File: config.mk
export PLATFORM = sky130hd
export DESIGN_NAME = ips_ctrl
export DESIGN_NICKNAME = d
export VERILOG_FILES = /design/src/hdl/ips_pkg.sv /design/src/hdl/ips_ctrl.sv
export SDC_FILE = /design/constraint.sdc
export NUM_CORES = 1
export LEC_CHECK = 0
export BUFFER_PORTS_ARGS = -buffer_cell sky130_fd_sc_hd__buf_4
export CAP_MARGIN = 20
export CORE_AREA = 2 2 39 41
export DETAILED_ROUTE_END_ITERATION = 12
export DIE_AREA = 0 0 41 43
export GPL_TIMING_DRIVEN = 0
export PLACE_DENSITY_LB_ADDON = 0.05
export SETUP_SLACK_MARGIN = 0.15
export SYNTH_ARGS = -nofsm -noshare
export SYNTH_HDL_FRONTEND = slang
export SYNTH_SLANG_ARGS = --single-unit
File: constraint.sdc
create_clock -name clk -period 1.5 [get_ports clk]
set_clock_uncertainty 0.05 [all_clocks]
set_input_delay 0.225 -clock clk [delete_from_list [all_inputs] [get_ports clk]]
set_output_delay 0.225 -clock clk [all_outputs]
set_load 0.005 [all_outputs]
File: src/hdl/ips_pkg.sv
// ----------------------------------------------------------------------------
// ips_pkg
// Shared constants, beat types, controller state and command/status bundles
// for the interval probe statistics block.
// ----------------------------------------------------------------------------
package ips_pkg;

	// Bank geometry
	localparam int NUM_PROBES = 16;
	localparam int WINDOW     = 100;

	localparam int PROBE_W    = 4;
	localparam int TS_W       = 32;
	localparam int FR_W       = 32;
	localparam int SUM_W      = 39;
	localparam int PIDX_W     = (NUM_PROBES > 1) ? $clog2(NUM_PROBES) : 1;
	localparam int POS_W      = $clog2(WINDOW);
	localparam int CNT_W      = $clog2(WINDOW + 2);
	localparam int RING_DEPTH = NUM_PROBES * WINDOW;
	localparam int RING_AW    = $clog2(RING_DEPTH);

	// Register file
	localparam int          PADDR_W         = 3;
	localparam int          PDATA_W         = 32;
	localparam logic [0:0]  REG_FRAME_SCALE = 1'b0;
	localparam logic [31:0] SCALE_RESET     = 32'd416583382;

	// Item function codes
	localparam logic [0:0] FUNC_START = 1'b0;
	localparam logic [0:0] FUNC_STOP  = 1'b1;

	// Average: (24 * old + new + 12) / 25
	localparam int NUM_W      = 37;
	localparam int AVG_SHIFT  = NUM_W - FR_W;
	localparam int AVG_OLD_W  = 24;
	localparam int AVG_DIV    = 25;
	localparam int AVG_RND    = 12;
	localparam int QEST_W     = 33;
	localparam int REM_W      = 7;
	// floor(2^36 / 25); estimate = (num >> 5) * recip >> 31, at most 3 short
	localparam logic [31:0] AVG_RECIP = 32'((64'd1 << (31 + AVG_SHIFT)) / 64'd25);

	typedef struct packed {
		logic [0:0]         func;
		logic [PROBE_W-1:0] probe;
		logic [TS_W-1:0]    timestamp;
	} item_t;

	typedef struct packed {
		logic [FR_W-1:0]  last_frames;
		logic [FR_W-1:0]  average_frames;
		logic [SUM_W-1:0] window_sum;
		logic [FR_W-1:0]  peak_frames;
	} result_t;

	typedef enum logic [2:0] {
		S_IDLE,
		S_MUL,
		S_ACC,
		S_DMUL,
		S_DCORR,
		S_DONE
	} state_t;

	typedef struct packed {
		logic capture;
		logic stamp_we;
		logic mul;
		logic acc;
		logic dmul;
		logic dcorr;
		logic commit;
	} cmd_t;

	typedef struct packed {
		logic out_free;
	} sts_t;

endpackage

File: src/hdl/ips_ctrl.sv
// ----------------------------------------------------------------------------
// ips_ctrl
// Sequencer for one probe event: accept, scale, accumulate, divide, commit.
// ----------------------------------------------------------------------------
module ips_ctrl (
	input  logic           clk,
	input  logic           arst_n,
	input  logic           item_valid,
	input  ips_pkg::item_t item,
	input  ips_pkg::sts_t  sts,
	output logic           item_stall,
	output ips_pkg::cmd_t  cmd
);

	ips_pkg::state_t state_q;
	ips_pkg::state_t state_nxt;
	logic            probe_ok;

	assign probe_ok = (int'(item.probe) < ips_pkg::NUM_PROBES);

	always_ff @(posedge clk or negedge arst_n) begin
		if (!arst_n) begin
			state_q <= ips_pkg::S_IDLE;
		end else begin
			state_q <= state_nxt;
		end
	end

	always_comb begin
		state_nxt  = state_q;
		cmd        = '0;
		item_stall = 1'b1;
		case (state_q)
			ips_pkg::S_IDLE: begin
				item_stall = 1'b0;
				if (item_valid && probe_ok) begin
					if (item.func == ips_pkg::FUNC_STOP) begin
						cmd.capture = 1'b1;
						state_nxt   = ips_pkg::S_MUL;
					end else begin
						cmd.stamp_we = 1'b1;
					end
				end
			end
			ips_pkg::S_MUL: begin
				cmd.mul   = 1'b1;
				state_nxt = ips_pkg::S_ACC;
			end
			ips_pkg::S_ACC: begin
				cmd.acc   = 1'b1;
				state_nxt = ips_pkg::S_DMUL;
			end
			ips_pkg::S_DMUL: begin
				cmd.dmul  = 1'b1;
				state_nxt = ips_pkg::S_DCORR;
			end
			ips_pkg::S_DCORR: begin
				cmd.dcorr = 1'b1;
				state_nxt = ips_pkg::S_DONE;
			end
			ips_pkg::S_DONE: begin
				if (sts.out_free) begin
					cmd.commit = 1'b1;
					state_nxt  = ips_pkg::S_IDLE;
				end
			end
			default: begin
				state_nxt = ips_pkg::S_IDLE;
			end
		endcase
	end

	// result register must be free whenever a result is committed
	a_commit_free: assert property (@(posedge clk) disable iff (!arst_n)
		cmd.commit |-> sts.out_free)
		else $error("commit while output register busy");

	// a captured stop always moves straight into the scale step
	a_capture_seq: assert property (@(posedge clk) disable iff (!arst_n)
		cmd.capture |=> cmd.mul)
		else $error("capture not followed by scale step");

	a_cmd_onehot: assert property (@(posedge clk) disable iff (!arst_n)
		$onehot0({cmd.capture, cmd.stamp_we, cmd.mul, cmd.acc, cmd.dmul,
			cmd.dcorr, cmd.commit}))
		else $error("more than one datapath command");

endmodule

* Yosys cells after proc, flatten, opt, wreduce, memory -nomap -nowiden *
Cells that the tools add are included.

word-level totals
  bits in registers = 3
  input port bits = 41
  output and inout bits = 8
  word-level logic and storage cells = 26

operators by class
  equal/unequal tests = 8
  mux-type cells = 15
  reduce and logical (&&, ||, !) cells = 2

operator list
  kind                                                             count
  3-bit case mux with 6 select lines                               1
  1-bit 2-to-1 mux                                                 9
  3-bit 2-to-1 mux                                                 3
  3-bit by 2-bit == test with 1-bit output, second input constant  2
  3-bit == test, second input constant                             2
  2-bit inequality test, second input constant                     3
  2-bit 2-to-1 mux                                                 2
  3-bit by 1-bit == test with 1-bit output, second input constant  1
  3-bit logical NOT                                                1
  3-bit AND reduction                                              1

* Depth between registers and ports, before layout *
  depth in word-level cells = 3
  depth in mapped cells = 3
  mapped depth without buffers = 2

* Worst setup path before layout *
OpenSTA, ideal clock, no wires.

  kind = register to output
  from = register state_q[0]
  to = output cmd[5] (netlist bit)
  data arrival time = 1120 ps
  required time = 1225 ps
  setup slack = 105 ps
  cell stages (with the launch flop) = 4
  buffers on the path = 1
  cell sequence = dfrtp_1 buf_6 or4b_4 nor2_1

RTL lines
  what                      RTL line        text
  start: declaration        ips_ctrl.sv:15  ips_pkg::state_t state_q;
  start signal: assignment  ips_ctrl.sv:23  state_q <= ips_pkg::S_IDLE;
  start signal: assignment  ips_ctrl.sv:25  state_q <= state_nxt;
  end: declaration          ips_ctrl.sv:12  output ips_pkg::cmd_t cmd

==> flow_summary_export.csv <==
group,metric,value,unit
placement,dp_cells,52,
detailed_routing,drtIter0Drc,0,
critical_path,cp.required,1220,ps
critical_path,worst_setup_path_end_kind,"primary output",
pwr,power.density,2060,nW/um^2
floorplanning,dieArea,1760,um^2
grt,gr-total-overflow,0,
detailed_routing,first_pass_iters,1,
cells_and_area,regMostFlops,"state_q",
cells_and_area,reg_top3,"state_q: 3 flops",
synth,yosysTopAreaCell,"dfrtp_1",
cells_and_area,antenna_cells,0,
timing,maxSlewViolCount,0,
clock_network,path_clk_slew,40,ps
pwr,ir_drop,0.698,mV
pwr,seqPwrFrac,0.142,
grt,grt_pass1_vias,230,
grt,track_usage,0.0944,
cells_and_area,fin_area,473,um^2
synth,synth.area.mux_share,0,
synth,synth_edf_count,0,
detailed_routing,postRouteAntennaNets,0,
status,failed_checks,"negative setup slack",
synth,syn_inst,24,
cells_and_area,area_delta_synth_final,111,%
clock_network,cts_tree,"yes",
critical_path,critical-path-slowest-cell,"or4b_4",
floorplanning,io-pin-count,49,
synth,synth_top_cell_area_share,0.335,
timing,worst_pin_slew,239,ps
floorplanning,num_rows,14,
detailed_routing,via_per_inst,4.16,
pwr,intPower,0.641,mW
pwr,combPwrFrac,0.714,
synth,synth_area_per_cell,9.33,um^2
clock_network,cts.sinks,3,
cells_and_area,largest_reg_flops,3,
synth,synth-compound-area-share,0.112,
synth,synthTopCellsByArea,"dfrtp_1 34%, buf_6 10%, nor3b_1 10%",
synth,ys_types,16,
clock_network,cts_buffer_depth,2,
clock_network,htree_levels,1,
worst_hold_path,hold_class,"in -> reg",
detailed_routing,drc,0,
floorplanning,die_h,43,um
cells_and_area,final_nets,89,
placement,dpl_cell_area,339,um^2
clock_network,cts_buffers,3,
cells_and_area,drive_gt1_frac,0.766,
pwr,p_leak,0.226,nW
cells_and_area,fill_cells,156,
synth,synth_xor_area_frac,0.0391,
status,outcome,"finished with violations",
timing,fmax,0.575,GHz
critical_path,path_max_fanout,7,
synth,synth_area,224,um^2
clock_network,root_buffer,"clkbuf_4",
synth,ys_seq_area_frac,0.335,
synth,synthArstFlopShare,1.00,
critical_path,worst_ep_arrival_time,1460,ps
timing,hold_viol,0,
timing,final.setup.worst_slack,-238,ps
timing,slew_headroom,0.841,
synth,synthTopCellsByCount,"3 x dfrtp_1, 3 x nor2_1, 3 x nor3b_1, 2 x buf_6, 2 x inv_1",
synth,syn_nets,65,
synth,synth_simple_gate_area_share,0.358,
timing,fin_crit_sh,1.16,
timing,tns,-1200,ps
timing,setup_viol,8,
grt,antenna_found_initial,0,
floorplanning,start_util,0.162,
placement,place_congestion,0.597,
run,maxCapViolations,0,
pwr,p_sw,0.332,mW
critical_path,criticalPathCategory,"reg -> out",
clock_network,clk_latency,230,ps
placement,numPortBuffers,12,
detailed_routing,vias,262,
synth,ys_warn_count,0,
critical_path,cpPeakStageDelay,530,ps
grt,grt_start_max_net_pins,11,
synth,ys.flop_type,"dfrtp_1",
detailed_routing,post_drt_wl_per_cell,11.3,um
cells_and_area,fin_cells,63,
synth,synth-seq-cells,3,
placement,dp.final_hpwl,420,um
detailed_routing,wirelength,714,um
floorplanning,coreArea,1380,um^2
pwr,clock_power_share,0.144,
critical_path,cp-start-kind,"flip-flop",
grt,grt_pass1_wl,1000,um
synth,synthAdderAreaFrac,0,
floorplanning,dieWidth,41,um
timing,hold_ws,239,ps
timing,rsz0062_at_grt,"true",
synth,synth_top_family_by_area,"simple AND/OR/NAND/NOR gates",
critical_path,rrSetupSlack,60,ps
timing,period_needed,1740,ps
pwr,swShare,0.341,
critical_path,crit_chain,"buf_6 -> or4b_4 -> nor2_2 -> buf_4",
==> through the flow <==
stage          setup WS, ps  power [mW]   util
2_1_floorplan           109       0.418      -
3_3_place_gp           1.67       0.574  0.245
3_5_place_dp          -19.3       0.582  0.245
4_1_cts                -267       0.870  0.311
5_1_grt                -280        1.04  0.342
6_report               -238       0.973  0.342
==> cell families after synthesis <==
| group | Yosys count |
|---|---|
| buf+inv | 5 |
| simple gates | 12 |
| xor+xnor | 1 |
| flops | 3 |
| compound gates | 3 |
==> cells in the final DEF, fill, tap and decap left out, types with 2 or more instances in the layout <==
| cell type | instances |
|---|---|
| buf_4 | 14 |
| buf_6 | 5 |
| nor3b_2 | 3 |
| clkbuf_4 | 3 |
| dfrtp_1 | 3 |
| nor2_2 | 2 |
==> path summary, 6_finish.rpt <==
check | start | end | cells after the start
min reg2reg | state_q[0] | state_q[0] | 2
min in group asynchronous | arst_n | state_q[0] | 2
max reg2reg | state_q[1] | state_q[0] | 7
max | state_q[0] | cmd[5] | 4
max in group asynchronous | arst_n | state_q[2] | 2
min | sts | state_q[0] | 3
==> layout make-up <==
cell class                 instances  area [um^2]  share of cell area
timing repair buffer              19          164               0.347
multi-input combinational         16          150               0.317
sequential                         3         75.1               0.159
buffer                             3         27.5              0.0582
clock buffer                       4         26.3              0.0556
tap                               16         20.0              0.0423
inverter                           2         10.0              0.0212
==> timing repair <==
| action | CTS | global route |
|---|---|---|
| cloned | 0 | 0 |
| pin swaps | 3 | 3 |
| hold endpoints to repair | 3 | 0 |
| gates resized for setup | 4 | 9 |
| setup endpoints to repair | 8 | 9 |
| setup buffers | 5 | 1 |
| hold buffers | 1 | 0 |
==> power by group through the flow <==
stage / combinational [mW] / clock [mW] / sequential (mW)
6_report: 0.695 / 0.140 / 0.138
5_1_grt: 0.746 / 0.159 / 0.139
4_1_cts: 0.584 / 0.148 / 0.139
3_5_place_dp: 0.442 / 0 / 0.140
3_3_place_gp: 0.436 / 0 / 0.138
2_1_floorplan: 0.283 / 0 / 0.135
==> worst max-delay path, delay by kind of cell (launching register included) <==
family | cells | cell delay (ps)
AND/OR/NAND/NOR | 2 | 630
flip-flops | 1 | 360
buffers and inverters | 2 | 240
==> per-layer routing <==
layer / routed length, um / share of wire / up-vias / track usage
li1: - / - / 129 / -
met1: 283 / 0.40 / 127 / 0.103
met2: 399 / 0.56 / 6 / 0.125
met3: 31 / 0.043 / 0 / 0.0524
met4: 0 / 0 / 0 / 0.0800
met5: 0 / 0 / - / 0
No activity file was read; power rests on OpenSTA's default activity.
